File: src/rtl/bcircle_pkg.sv
// Shared types, constants and the pixel-index helper for the circle point generator.
// No dependencies; every other file refers to it by scoped names.
package bcircle_pkg;

   // Frame-buffer geometry (row-major, index = GRID_WIDTH * row + column)
   localparam int GRID_WIDTH  = 16;
   localparam int GRID_HEIGHT = 16;

   // Radius limit and per-circle result guard
   localparam int MAX_RADIUS = 63;
   localparam int MAX_POINTS = 48;

   // Decision-value constants of the midpoint loop
   localparam int D_INIT      = 3;
   localparam int D_STEP_DIAG = 10;
   localparam int D_STEP_AXIS = 6;

   // Field and internal widths
   localparam int COORD_W = 8;   // unsigned coordinate fields
   localparam int COLOR_W = 24;
   localparam int INDEX_W = 8;
   localparam int RAD_W   = 6;   // saturated radius, also holds x
   localparam int Y_W     = 8;   // signed y, reaches -1
   localparam int D_W     = 12;  // signed decision value
   localparam int CNT_W   = 6;   // points emitted so far
   localparam int PIX_W   = 10;  // signed mirrored pixel coordinate
   localparam int PROD_W  = 17;  // full-width buffer index before truncation

   typedef logic signed [PIX_W-1:0] pix_type;

   typedef struct packed {
      logic [INDEX_W-1:0] index;
      logic               on_grid;
   } plot_type;

   // Controller to datapath
   typedef struct packed {
      logic load;   // take a new circle
      logic step;   // emit current point and advance the loop
   } cmd_type;

   // Datapath to controller
   typedef struct packed {
      logic last;   // current point is the final one of the circle
   } status_type;

   // One registered result transaction
   typedef struct packed {
      logic [INDEX_W-1:0] index_a;
      logic [INDEX_W-1:0] index_b;
      logic [INDEX_W-1:0] index_c;
      logic [INDEX_W-1:0] index_d;
      logic [INDEX_W-1:0] index_e;
      logic [INDEX_W-1:0] index_f;
      logic [INDEX_W-1:0] index_g;
      logic [INDEX_W-1:0] index_h;
      logic [7:0]         inside_mask;
      logic [COLOR_W-1:0] pixel_color;
      logic               last_point;
   } rsp_data_type;

   // Map one pixel to its buffer index; pixels off the grid give index 0
   function automatic plot_type plot_point(input pix_type px, input pix_type py);
      logic [PROD_W-1:0] wide;
      plot_type          p;
      wide = PROD_W'(GRID_WIDTH) * PROD_W'(py[PIX_W-2:0]) + PROD_W'(px[PIX_W-2:0]);
      p.on_grid = !px[PIX_W-1] && !py[PIX_W-1]
                  && ({1'b0, px[PIX_W-2:0]} < PIX_W'(GRID_WIDTH))
                  && ({1'b0, py[PIX_W-2:0]} < PIX_W'(GRID_HEIGHT));
      p.index   = p.on_grid ? wide[INDEX_W-1:0] : '0;
      return p;
   endfunction

endpackage

File: src/rtl/bcircle_ifs.sv
// Valid/ready channel interfaces for circle requests and point responses.
// Depends on bcircle_pkg for field widths.
interface bcircle_req_if;
   logic                               valid;
   logic                               ready;
   logic [bcircle_pkg::COORD_W-1:0]    center_x;
   logic [bcircle_pkg::COORD_W-1:0]    center_y;
   logic [bcircle_pkg::COORD_W-1:0]    radius;
   logic [bcircle_pkg::COLOR_W-1:0]    paint_color;

   modport source (output valid, center_x, center_y, radius, paint_color, input ready);
   modport sink   (input valid, center_x, center_y, radius, paint_color, output ready);
endinterface

interface bcircle_rsp_if;
   logic                               valid;
   logic                               ready;
   logic [bcircle_pkg::INDEX_W-1:0]    index_a;
   logic [bcircle_pkg::INDEX_W-1:0]    index_b;
   logic [bcircle_pkg::INDEX_W-1:0]    index_c;
   logic [bcircle_pkg::INDEX_W-1:0]    index_d;
   logic [bcircle_pkg::INDEX_W-1:0]    index_e;
   logic [bcircle_pkg::INDEX_W-1:0]    index_f;
   logic [bcircle_pkg::INDEX_W-1:0]    index_g;
   logic [bcircle_pkg::INDEX_W-1:0]    index_h;
   logic [7:0]                         inside_mask;
   logic [bcircle_pkg::COLOR_W-1:0]    pixel_color;
   logic                               last_point;

   modport source (output valid, index_a, index_b, index_c, index_d, index_e, index_f,
                   index_g, index_h, inside_mask, pixel_color, last_point, input ready);
   modport sink   (input valid, index_a, index_b, index_c, index_d, index_e, index_f,
                   index_g, index_h, inside_mask, pixel_color, last_point, output ready);
endinterface

File: src/rtl/bcircle_ctrl.sv
// Control state machine of the circle point generator: handshakes and loop sequencing.
// Depends on bcircle_pkg (command and status types).
module bcircle_ctrl (
   input  logic                    clock,
   input  logic                    reset,
   input  logic                    req_valid,
   output logic                    req_ready,
   output logic                    rsp_valid,
   input  logic                    rsp_ready,
   input  bcircle_pkg::status_type status,
   output bcircle_pkg::cmd_type    cmd
);

   typedef enum logic [1:0] {
      ST_IDLE = 2'b01,
      ST_RUN  = 2'b10
   } state_type;

   state_type state_ff, state_in;
   logic      rsp_valid_ff, rsp_valid_in;

   // Accept a new circle only when no point remains to be generated
   assign req_ready = (state_ff == ST_IDLE);
   assign rsp_valid = rsp_valid_ff;

   // Emit a point whenever the output register is free or being drained
   always_comb begin
      cmd.load = req_valid && req_ready;
      cmd.step = (state_ff == ST_RUN) && (!rsp_valid_ff || rsp_ready);
   end

   // Advance state
   always_comb begin
      state_in = state_ff;
      unique case (state_ff)
         ST_IDLE: if (cmd.load) state_in = ST_RUN;
         ST_RUN:  if (cmd.step && status.last) state_in = ST_IDLE;
         default: state_in = ST_IDLE;
      endcase
   end

   // Hold the response until taken, set it on each emitted point
   assign rsp_valid_in = cmd.step || (rsp_valid_ff && !rsp_ready);

   always_ff @(posedge clock) begin
      if (reset) begin
         state_ff     <= ST_IDLE;
         rsp_valid_ff <= 1'b0;
      end else begin
         state_ff     <= state_in;
         rsp_valid_ff <= rsp_valid_in;
      end
   end

   a_load_starts_run: assert property (@(posedge clock) disable iff (reset)
      cmd.load |=> state_ff == ST_RUN)
      else $error("accepted circle did not start the point loop");

   a_last_ends_run: assert property (@(posedge clock) disable iff (reset)
      cmd.step && status.last |=> state_ff == ST_IDLE)
      else $error("loop kept running after the last point");

   a_step_slot_free: assert property (@(posedge clock) disable iff (reset)
      cmd.step |-> (!rsp_valid_ff || rsp_ready))
      else $error("point emitted over an untaken response");

   a_valid_from_step: assert property (@(posedge clock) disable iff (reset)
      $rose(rsp_valid_ff) |-> $past(cmd.step))
      else $error("response appeared without an emitted point");

endmodule

File: src/rtl/bcircle_dp.sv
// Datapath of the circle point generator: loop registers, eight-way mirroring and
// the registered response. Depends on bcircle_pkg.
module bcircle_dp (
   input  logic                                 clock,
   input  bcircle_pkg::cmd_type                 cmd,
   output bcircle_pkg::status_type              status,
   input  logic [bcircle_pkg::COORD_W-1:0]      center_x,
   input  logic [bcircle_pkg::COORD_W-1:0]      center_y,
   input  logic [bcircle_pkg::COORD_W-1:0]      radius,
   input  logic [bcircle_pkg::COLOR_W-1:0]      paint_color,
   output bcircle_pkg::rsp_data_type            rsp_data
);

   localparam int RAD_W = bcircle_pkg::RAD_W;
   localparam int Y_W   = bcircle_pkg::Y_W;
   localparam int D_W   = bcircle_pkg::D_W;
   localparam int CNT_W = bcircle_pkg::CNT_W;
   localparam int PIX_W = bcircle_pkg::PIX_W;

   logic [bcircle_pkg::COORD_W-1:0] cx_ff, cx_in, cy_ff, cy_in;
   logic [bcircle_pkg::COLOR_W-1:0] color_ff, color_in;
   logic [RAD_W-1:0]                x_ff, x_in;
   logic signed [Y_W-1:0]           y_ff, y_in;
   logic signed [D_W-1:0]           d_ff, d_in;
   logic [CNT_W-1:0]                cnt_ff, cnt_in;
   bcircle_pkg::rsp_data_type       rsp_ff, rsp_in;

   logic [RAD_W-1:0]                rad_sat;
   logic [RAD_W-1:0]                x_next;
   logic signed [Y_W-1:0]           y_next;
   logic signed [D_W-1:0]           x_next_d, y_next_d;
   logic                            more;
   bcircle_pkg::pix_type            cxs, cys, xs, ys;
   bcircle_pkg::plot_type           pa, pb, pc, pd, pe, pf, pg, ph;

   // Saturate the radius
   assign rad_sat = (radius > bcircle_pkg::COORD_W'(bcircle_pkg::MAX_RADIUS))
                    ? RAD_W'(bcircle_pkg::MAX_RADIUS) : radius[RAD_W-1:0];

   // Continue while y >= x and the result guard is not reached
   assign more = (y_ff >= $signed({{(Y_W-RAD_W){1'b0}}, x_ff}))
                 && (cnt_ff < CNT_W'(bcircle_pkg::MAX_POINTS - 1));
   assign status.last = !more;

   // Decision-loop step
   always_comb begin
      x_next   = x_ff + RAD_W'(1);
      y_next   = (d_ff > 0) ? y_ff - Y_W'(1) : y_ff;
      x_next_d = $signed({{(D_W-RAD_W){1'b0}}, x_next});
      y_next_d = D_W'(y_next);
   end

   // Mirror the current point into eight octants
   always_comb begin
      cxs = $signed({{(PIX_W-bcircle_pkg::COORD_W){1'b0}}, cx_ff});
      cys = $signed({{(PIX_W-bcircle_pkg::COORD_W){1'b0}}, cy_ff});
      xs  = $signed({{(PIX_W-RAD_W){1'b0}}, x_ff});
      ys  = PIX_W'(y_ff);
      pa  = bcircle_pkg::plot_point(cxs + xs, cys + ys);
      pb  = bcircle_pkg::plot_point(cxs - xs, cys + ys);
      pc  = bcircle_pkg::plot_point(cxs + xs, cys - ys);
      pd  = bcircle_pkg::plot_point(cxs - xs, cys - ys);
      pe  = bcircle_pkg::plot_point(cxs + ys, cys + xs);
      pf  = bcircle_pkg::plot_point(cxs - ys, cys + xs);
      pg  = bcircle_pkg::plot_point(cxs + ys, cys - xs);
      ph  = bcircle_pkg::plot_point(cxs - ys, cys - xs);
   end

   // Next values of loop registers and response
   always_comb begin
      cx_in    = cx_ff;
      cy_in    = cy_ff;
      color_in = color_ff;
      x_in     = x_ff;
      y_in     = y_ff;
      d_in     = d_ff;
      cnt_in   = cnt_ff;
      rsp_in   = rsp_ff;
      if (cmd.load) begin
         cx_in    = center_x;
         cy_in    = center_y;
         color_in = paint_color;
         x_in     = '0;
         y_in     = $signed({{(Y_W-RAD_W){1'b0}}, rad_sat});
         d_in     = D_W'(bcircle_pkg::D_INIT)
                    - $signed({{(D_W-RAD_W-1){1'b0}}, rad_sat, 1'b0});
         cnt_in   = '0;
      end else if (cmd.step) begin
         rsp_in.index_a     = pa.index;
         rsp_in.index_b     = pb.index;
         rsp_in.index_c     = pc.index;
         rsp_in.index_d     = pd.index;
         rsp_in.index_e     = pe.index;
         rsp_in.index_f     = pf.index;
         rsp_in.index_g     = pg.index;
         rsp_in.index_h     = ph.index;
         rsp_in.inside_mask = {ph.on_grid, pg.on_grid, pf.on_grid, pe.on_grid,
                               pd.on_grid, pc.on_grid, pb.on_grid, pa.on_grid};
         rsp_in.pixel_color = color_ff;
         rsp_in.last_point  = !more;
         x_in   = x_next;
         y_in   = y_next;
         d_in   = (d_ff > 0)
                  ? d_ff + ((x_next_d - y_next_d) <<< 2) + D_W'(bcircle_pkg::D_STEP_DIAG)
                  : d_ff + (x_next_d <<< 2) + D_W'(bcircle_pkg::D_STEP_AXIS);
         cnt_in = cnt_ff + CNT_W'(1);
      end
   end

   // Payload registers need no reset
   always_ff @(posedge clock) begin
      cx_ff    <= cx_in;
      cy_ff    <= cy_in;
      color_ff <= color_in;
      x_ff     <= x_in;
      y_ff     <= y_in;
      d_ff     <= d_in;
      cnt_ff   <= cnt_in;
      rsp_ff   <= rsp_in;
   end

   assign rsp_data = rsp_ff;

endmodule

File: src/rtl/bresenham_circle_pixel_generator.sv
// Top level of the midpoint circle point generator: wires controller and datapath
// to the request and response channels. Depends on bcircle_pkg, bcircle_ifs,
// bcircle_ctrl and bcircle_dp.
//
// Each request transaction describes one circle (center, radius saturated to 63, color)
// and yields one response transaction per octant point, each carrying the eight mirrored
// row-major buffer indices, an inside mask, the color and last_point on the final one.
// A circle of radius r gives about 0.71*r + 2 points (at most 48). The request is loaded
// into the loop registers, then the decision loop register set produces one point per cycle
// while the response register is free or being drained. The next request is taken as soon
// as the last point has been loaded into the response register.
module bresenham_circle_pixel_generator (
   input logic          clock,
   input logic          reset,
   bcircle_req_if.sink   req_chan,
   bcircle_rsp_if.source rsp_chan
);

   bcircle_pkg::cmd_type      cmd;
   bcircle_pkg::status_type   status;
   bcircle_pkg::rsp_data_type rsp_data;

   bcircle_ctrl u_ctrl (
      .clock     (clock),
      .reset     (reset),
      .req_valid (req_chan.valid),
      .req_ready (req_chan.ready),
      .rsp_valid (rsp_chan.valid),
      .rsp_ready (rsp_chan.ready),
      .status    (status),
      .cmd       (cmd)
   );

   bcircle_dp u_dp (
      .clock       (clock),
      .cmd         (cmd),
      .status      (status),
      .center_x    (req_chan.center_x),
      .center_y    (req_chan.center_y),
      .radius      (req_chan.radius),
      .paint_color (req_chan.paint_color),
      .rsp_data    (rsp_data)
   );

   // Drive response payload
   assign rsp_chan.index_a     = rsp_data.index_a;
   assign rsp_chan.index_b     = rsp_data.index_b;
   assign rsp_chan.index_c     = rsp_data.index_c;
   assign rsp_chan.index_d     = rsp_data.index_d;
   assign rsp_chan.index_e     = rsp_data.index_e;
   assign rsp_chan.index_f     = rsp_data.index_f;
   assign rsp_chan.index_g     = rsp_data.index_g;
   assign rsp_chan.index_h     = rsp_data.index_h;
   assign rsp_chan.inside_mask = rsp_data.inside_mask;
   assign rsp_chan.pixel_color = rsp_data.pixel_color;
   assign rsp_chan.last_point  = rsp_data.last_point;

endmodule

File: src/flat_wrapper.sv
// flat-port wrapper written by rule: the top's interface ports become plain ports
module bresenham_circle_pixel_generator_flat 
  (clock, reset, req_chan_valid, req_chan_center_x, req_chan_center_y, req_chan_radius, req_chan_paint_color, req_chan_ready, rsp_chan_valid, rsp_chan_index_a, rsp_chan_index_b, rsp_chan_index_c, rsp_chan_index_d, rsp_chan_index_e, rsp_chan_index_f, rsp_chan_index_g, rsp_chan_index_h, rsp_chan_inside_mask, rsp_chan_pixel_color, rsp_chan_last_point, rsp_chan_ready);
  bcircle_req_if req_chan_i ();
  bcircle_rsp_if rsp_chan_i ();
  input logic clock;
  input logic reset;
  input wire logic [$bits(req_chan_i.valid)-1:0] req_chan_valid;
  input wire logic [$bits(req_chan_i.center_x)-1:0] req_chan_center_x;
  input wire logic [$bits(req_chan_i.center_y)-1:0] req_chan_center_y;
  input wire logic [$bits(req_chan_i.radius)-1:0] req_chan_radius;
  input wire logic [$bits(req_chan_i.paint_color)-1:0] req_chan_paint_color;
  output wire logic [$bits(req_chan_i.ready)-1:0] req_chan_ready;
  output wire logic [$bits(rsp_chan_i.valid)-1:0] rsp_chan_valid;
  output wire logic [$bits(rsp_chan_i.index_a)-1:0] rsp_chan_index_a;
  output wire logic [$bits(rsp_chan_i.index_b)-1:0] rsp_chan_index_b;
  output wire logic [$bits(rsp_chan_i.index_c)-1:0] rsp_chan_index_c;
  output wire logic [$bits(rsp_chan_i.index_d)-1:0] rsp_chan_index_d;
  output wire logic [$bits(rsp_chan_i.index_e)-1:0] rsp_chan_index_e;
  output wire logic [$bits(rsp_chan_i.index_f)-1:0] rsp_chan_index_f;
  output wire logic [$bits(rsp_chan_i.index_g)-1:0] rsp_chan_index_g;
  output wire logic [$bits(rsp_chan_i.index_h)-1:0] rsp_chan_index_h;
  output wire logic [$bits(rsp_chan_i.inside_mask)-1:0] rsp_chan_inside_mask;
  output wire logic [$bits(rsp_chan_i.pixel_color)-1:0] rsp_chan_pixel_color;
  output wire logic [$bits(rsp_chan_i.last_point)-1:0] rsp_chan_last_point;
  input wire logic [$bits(rsp_chan_i.ready)-1:0] rsp_chan_ready;
  assign req_chan_i.valid = req_chan_valid;
  assign req_chan_i.center_x = req_chan_center_x;
  assign req_chan_i.center_y = req_chan_center_y;
  assign req_chan_i.radius = req_chan_radius;
  assign req_chan_i.paint_color = req_chan_paint_color;
  assign req_chan_ready = req_chan_i.ready;
  assign rsp_chan_valid = rsp_chan_i.valid;
  assign rsp_chan_index_a = rsp_chan_i.index_a;
  assign rsp_chan_index_b = rsp_chan_i.index_b;
  assign rsp_chan_index_c = rsp_chan_i.index_c;
  assign rsp_chan_index_d = rsp_chan_i.index_d;
  assign rsp_chan_index_e = rsp_chan_i.index_e;
  assign rsp_chan_index_f = rsp_chan_i.index_f;
  assign rsp_chan_index_g = rsp_chan_i.index_g;
  assign rsp_chan_index_h = rsp_chan_i.index_h;
  assign rsp_chan_inside_mask = rsp_chan_i.inside_mask;
  assign rsp_chan_pixel_color = rsp_chan_i.pixel_color;
  assign rsp_chan_last_point = rsp_chan_i.last_point;
  assign rsp_chan_i.ready = rsp_chan_ready;
  bresenham_circle_pixel_generator u_core (.clock(clock), .reset(reset), .req_chan(req_chan_i), .rsp_chan(rsp_chan_i));
endmodule
File: config.mk
export PLATFORM = sky130hd
export DESIGN_NAME = bresenham_circle_pixel_generator_flat
export DESIGN_NICKNAME = d
export VERILOG_FILES = /design/src/rtl/bcircle_pkg.sv /design/src/rtl/bcircle_ifs.sv /design/src/rtl/bcircle_ctrl.sv /design/src/rtl/bcircle_dp.sv /design/src/rtl/bresenham_circle_pixel_generator.sv /design/src/flat_wrapper.sv
export SDC_FILE = /design/constraint.sdc
export NUM_CORES = 1
export LEC_CHECK = 0
export CAP_MARGIN = 20
export CORE_MARGIN = 1.5
export CORE_UTILIZATION = 50
export DETAILED_ROUTE_END_ITERATION = 7
export DONT_BUFFER_PORTS = 1
export GPL_ROUTABILITY_DRIVEN = 0
export PLACE_DENSITY_LB_ADDON = 0.3
export REMOVE_ABC_BUFFERS = 1
export SLEW_MARGIN = 20
export SYNTH_ARGS = -nofsm -noshare
export SYNTH_HDL_FRONTEND = slang
export SYNTH_SLANG_ARGS = --single-unit
File: constraint.sdc
create_clock -name clock -period 6.4 [get_ports clock]
set_input_delay 0.32 -clock clock [delete_from_list [all_inputs] [get_ports clock]]
set_output_delay 0.32 -clock clock [all_outputs]
set_load 0.02 [all_outputs]
* After elaboration in Yosys (flattened, before gate mapping)
Cells that the tools add are included.
Storage, ports and cells: bits in registers 172, bits in latches 0, memory bits (writable) 0, bits in read-only memories 0, bits of input ports 52, output and inout port bits 99, logic and storage cells 118, memories 0
Cells by class: add/subtract/negate cells 25, multiply operators 0, divide/modulo/power cells 0, magnitude comparators 12, equality and inequality tests 4, shifts and indexed selects 0, mux-type cells 10, bitwise gates (word level) 1, reduce and logical (&&, ||, !) cells 45
Operators by type and width (number):
- $lt 9x5->1 const B | 8
- $add 8x8->8 | 8
- $mux 12 | 3
- $logic_and 1x1->1 | 29
- $add 9x8->10 | 2
- $sub 9x8->10 | 2
- $add 8x6->9 | 2
- $mux 6 | 3
- $sub 8x6->9 | 2
- $add 12x11->12 | 1
- $add 12x4->12 const B | 1
- $add 12x5->12 const B | 1
- $add 12x9->12 | 1
- $add 6x1->6 const B | 2
- $gt 12x1->1 const B | 1
- $logic_not 1->1 | 9
- $sub 7x8->9 | 1
- $ge 8x7->1 | 1
- $gt 8x6->1 const B | 1
- $mux 8 | 1
- $sub 2x7->8 const A | 1
- $sub 8x2->8 const B | 1
- $lt 6x6->1 const B | 1
- $mux 2 | 2
- other kinds (9) | 13

* Logic depth before layout (Yosys ltp)
depth in word-level cells 8, depth in mapped cells 20, gate-level depth less buffers 20

* Cells and area by module
A second synthesis with hierarchy kept.
Unflattened totals: cell total of the unflattened synthesis 962, area, all modules 10924.2 µm²
By module, submodules not included:
- bcircle_dp | instances 1, cells each 950, area an instance 10791.6 µm², sequential area each 4904.7 µm²
- bcircle_ctrl | instances 1, cells each 12, area an instance 132.6 µm², sequential area each 60.1 µm²

* Worst setup path before layout
No wires, ideal clock.
path kind flip-flop to flip-flop, start reg u_core.u_dp.y_ff[1], end reg u_core.u_dp.d_ff[11], data pin, setup time 265 ps, arrival time 3806 ps, data required time 6135 ps, setup slack 2329 ps, cell stages (with the launch flop) 18, buffers on the path 0, clock period less this slack 4071 ps, cells stage by stage edfxtp_1 -> inv_1 -> ha_1 -> nand2b_1 -> and2_1 -> xnor2_1 -> ha_1 -> nor3_1 -> o41ai_2 -> xor2_1 -> ha_1 -> ha_1 -> and2_1 -> a311oi_1 -> a21oi_1 -> a31oi_1 -> and4_1 -> nor3_1
On the way: word-level cells in the longest chain between the ends 8
RTL lines:
- start: declaration | RTL line bcircle_dp.sv:23 | logic signed [Y_W-1:0] y_ff, y_in;
- start signal: assignment | RTL line bcircle_dp.sv:116 | y_ff <= y_in;
- $sub 8x2->8 | RTL line bcircle_dp.sv:48 | y_next = (d_ff > 0) ? y_ff - Y_W'(1) : y_ff;
- $mux 8 * | RTL line bcircle_dp.sv:48
- $sub 7x8->9 * | RTL line bcircle_dp.sv:104 | ? d_ff + ((x_next_d - y_next_d) <<< 2) + D_W'(bcircle_pkg::D_STEP_DIAG)
- $add 12x11->12 * | RTL line bcircle_dp.sv:104
- $add 12x5->12 * | RTL line bcircle_dp.sv:104
- $mux 12 * | RTL line bcircle_dp.sv:104
- $mux 12 * | RTL line bcircle_dp.sv:88 | end else if (cmd.step) begin
- $mux 12 * | RTL line bcircle_dp.sv:79 | if (cmd.load) begin
- net u_core.u_dp.d_in[11] | RTL line bcircle_dp.sv:24 | logic signed [D_W-1:0] d_ff, d_in;
- end signal: assignment | RTL line bcircle_dp.sv:117 | d_ff <= d_in;
- end: declaration | RTL line bcircle_dp.sv:24
Mark *: on every way through the listed nets, which the timed path passes. The rest lies on a longest branch. The select of a mux whose other input is x is not followed. A chain may end at the register's enable or synchronous reset.

* Final worst setup path
Same ends and word-level chain as after synthesis.

==> impl_metrics.ini <==
[power]
power_leakage_nw = 4.86
ir_drop_mv = 0.191
power_w = 0.00351
power_density_nw_per_um2 = 292

[critical_path]
crit_path_max_incr_delay_ps = 580
crit_fanout = 9
start_kind = register
required_ps = 6580
cp.arrival_ps = 4670
slowest_stage = edfxtp_1
cpMostUsedCell = ha_1
crit_type = register to register
crit_chain = inv_1 -> ha_1 -> nand2b_1 -> and2_1 -> xnor2_1 -> ha_1 -> nor3_1 -> o41ai_2 -> xor2_1 -> ha_1 -> ha_1 -> and2_1 -> a311oi_1 -> a21oi_1 -> a31oi_1 -> and4_1 -> nor3_1
worst_setup_path_end_kind = register

[timing]
hold_viol = 0
rsz0062_at_grt = false
skew_ps = 14.8
max_freq_mhz = 222
layout_setup_ws_ps = 1900
tns_ps = 0
slew_viol_final = 0
maxSlewHeadroom_pct = 37.7
setup_viol = 0
period_needed_ps = 4500
hold_ws_ps = 91.3
timing.final.crit_share_pct = 70.3
tightestPinTransition_ps = 935

[global_route]
grt_max_degree = 77
antenna_found_initial = 0
grt_pass1_vias = 7224
grt_pass1_wl_mm = 37.0
grt_usage_pct = 21.5
grt-ovfl-total = 0

[yosys]
synth_seq_area_share_pct = 46.3
netlist_area_sq_um = 10700
synth_warnings = 0
ys_seq_elements = 171
synth_edf_count = 154
ys_types = 76
synthArstFlopShare_pct = 0
synthesis.instances = 968
syn_avg_cell_area_sq_um = 11.1
ys.flop_type = edfxtp_1

[placement]
dp_hpwl_mm = 17.1
post_dp_cell_area_sq_um = 11000
place_ws_ps = 1900
port_buffers = 0

[clock_network]
worstSkewPairLatency_ps = 430
ctsResizeCount = 0
clk_path_buf_depth = 2
htree_levels = 4
cts_buffers = 17
cts_root_buf = clkbuf_16
cts_tree = yes
clkSinkCount = 171
clk_pin_slew_worst_paths_ps = 70

[die]
initial_core_util_pct = 51.0
core_sq_um = 21000
fp-row-count = 53
die_w_microns = 149
io_pins = 151
die_y_microns = 149
die_area_sq_um = 22300

[drt]
wl_per_cell_microns = 18.0
antenna_left = 0
vias = 7205
via_per_inst = 5.56
firstDrtPassIters = 5
drc = 0
drtIter0Drc = 320
routed_wl_mm = 23.3

[outcome]
status = complete, no violations

[cells_and_area]
area_growth_pct = 11.8
fin_area_sq_um = 12000
layout_common_cells = edfxtp_1 (154), ha_1 (129), nor2_1 (114), inv_1 (92), a21oi_1 (51)
layout_commonest_cell = edfxtp_1
multi_input_area_sq_um = 5300
antenna_cells = 0
num-nets-final = 1208
seq_area_sq_um = 4960
drive_above_1_share_pct = 6.16
fillerInstances = 1742

[worst_hold_path]
hp-class = input pin to register

[job]
cap_violations = 0
## registers in the layout, indices dropped and copies added, names as in the netlist
| signal | count |
|---|---|
| u_core.u_ctrl.state_ff | 2 |
| u_core.u_dp.y_ff | 8 |
| u_core.u_dp.cnt_ff | 6 |
| u_core.u_dp.x_ff | 6 |
| u_core.u_dp.rsp_data | 97 |
| u_core.u_dp.cx_ff | 8 |
| u_core.u_dp.d_ff | 11 |
| u_core.u_ctrl.rsp_valid | 1 |
| u_core.u_dp.cy_ff | 8 |
| u_core.u_dp.color_ff | 24 |
## Yosys cell counts (2+ instances only)
library cell  count  share of area (%)
a221o_1           4               0.37
or2_1             4               0.23
or2_2             5               0.29
and2_1            4               0.23
fa_1             18                3.4
xnor2_2           2               0.30
nor3b_1           2               0.14
buf_6             2               0.21
nand3_1           7               0.33
xnor2_1          43                3.5
o2111ai_1         2               0.16
o21a_1            5               0.35
a21oi_2           4               0.33
a31o_2            2               0.16
inv_1            93                3.3
buf_2             6               0.28
a21oi_1          51                2.4
ha_1            129                 15
mux2i_1           2               0.19
a21boi_0          4               0.28
nand2_1          34                1.2
nor2b_1          16               0.93
or4_1             5               0.35
a22oi_1           4               0.28
nor2_1          114                4.0
nor3_1           22                1.0
dfxtp_1          17                3.2
nor4b_1           4               0.33
nand2b_1         14               0.82
o21ai_0          41                1.9
o21bai_1          8               0.56
a21o_1           26                1.8
o211ai_1          6               0.42
nand4_1           3               0.18
o22ai_1           7               0.41
and3_1            2               0.12
o21ai_1           2              0.093
clkbuf_1         12               0.42
xor2_1           32                2.6
nor4_1           17               0.99
a31oi_1           3               0.18
a211o_1           2               0.16
a221oi_1          2               0.16
edfxtp_1        154                 43
## stage by stage
step / std cells / util (%)
6_report: 1297 / 57.1
5_1_grt: 1297 / 57.1
4_1_cts: 1297 / 57.1
3_5_place_dp: 1224 / 52.3
3_3_place_gp: 1224 / 52.3
2_1_floorplan: 947 / -
## worst paths after layout
check / end / cells after the start / slack [ps] / from
worst max-delay path: u_core.u_dp.d_ff[11]$_DFFE_PP_ / 17 / 1900 / u_core.u_dp.y_ff[1]$_DFFE_PP_
worst min-delay path: u_core.u_ctrl.rsp_valid$_SDFF_PP0_ / 2 / 90 / rsp_chan_ready
worst max register to register: u_core.u_dp.d_ff[11]$_DFFE_PP_ / 17 / 1900 / u_core.u_dp.y_ff[1]$_DFFE_PP_
worst min register to register: u_core.u_dp.rsp_data[21]$_DFFE_PP_ / 0 / 420 / u_core.u_dp.color_ff[20]$_DFFE_PP_
## per-layer routing
metal	GRT usage, %	up-vias	share of wire (%)
met1	27.7	3431	44
met5	0	-	0
met2	35.9	206	49
li1	-	3535	-
met4	7.77	0	2.4
met3	3.99	33	4.3
## area by class of cell
type / count / area share [%]
Clock buffer: 17 / 3.55
Sequential cell: 171 / 41.4
Tap cell: 275 / 2.87
Clock inverter: 15 / 1.44
Inverter: 95 / 2.99
Timing Repair Buffer: 43 / 3.55
Multi-Input combinational cell: 681 / 44.2
## report_power, final
group	switching (W)	internal, W
sequential	0.0000775	0.00129
combinational	0.000621	0.000483
clock	0.000503	0.000528
## what timing repair did
action / CTS / global route
endpoints found under the hold margin: 43 / 0
endpoints found under the setup margin: 0 / 0
hold buffers: 41 / 0
setup buffers: 0 / 0
## worst max-delay path: cells and delay by family, from the launching register on
kind	cells	cell delay, ps
buf+inv	1	260
compound gates	4	1230
flops	1	580
fa+ha+maj	4	1120
simple gates	6	740
xor+xnor	2	340
## cells by family after synthesis
logic type	Yosys count	synth area share [%]
multiplexers	2	0.187
buffers and inverters	116	4.27
XOR/XNOR	77	6.43
adder cells (fa/ha/maj)	148	18.5
flip-flops	171	46.3
AO/OA/AOI/OAI	191	12.1
AND/OR/NAND/NOR	263	12.3
No activity file was read; power rests on OpenSTA's default activity.
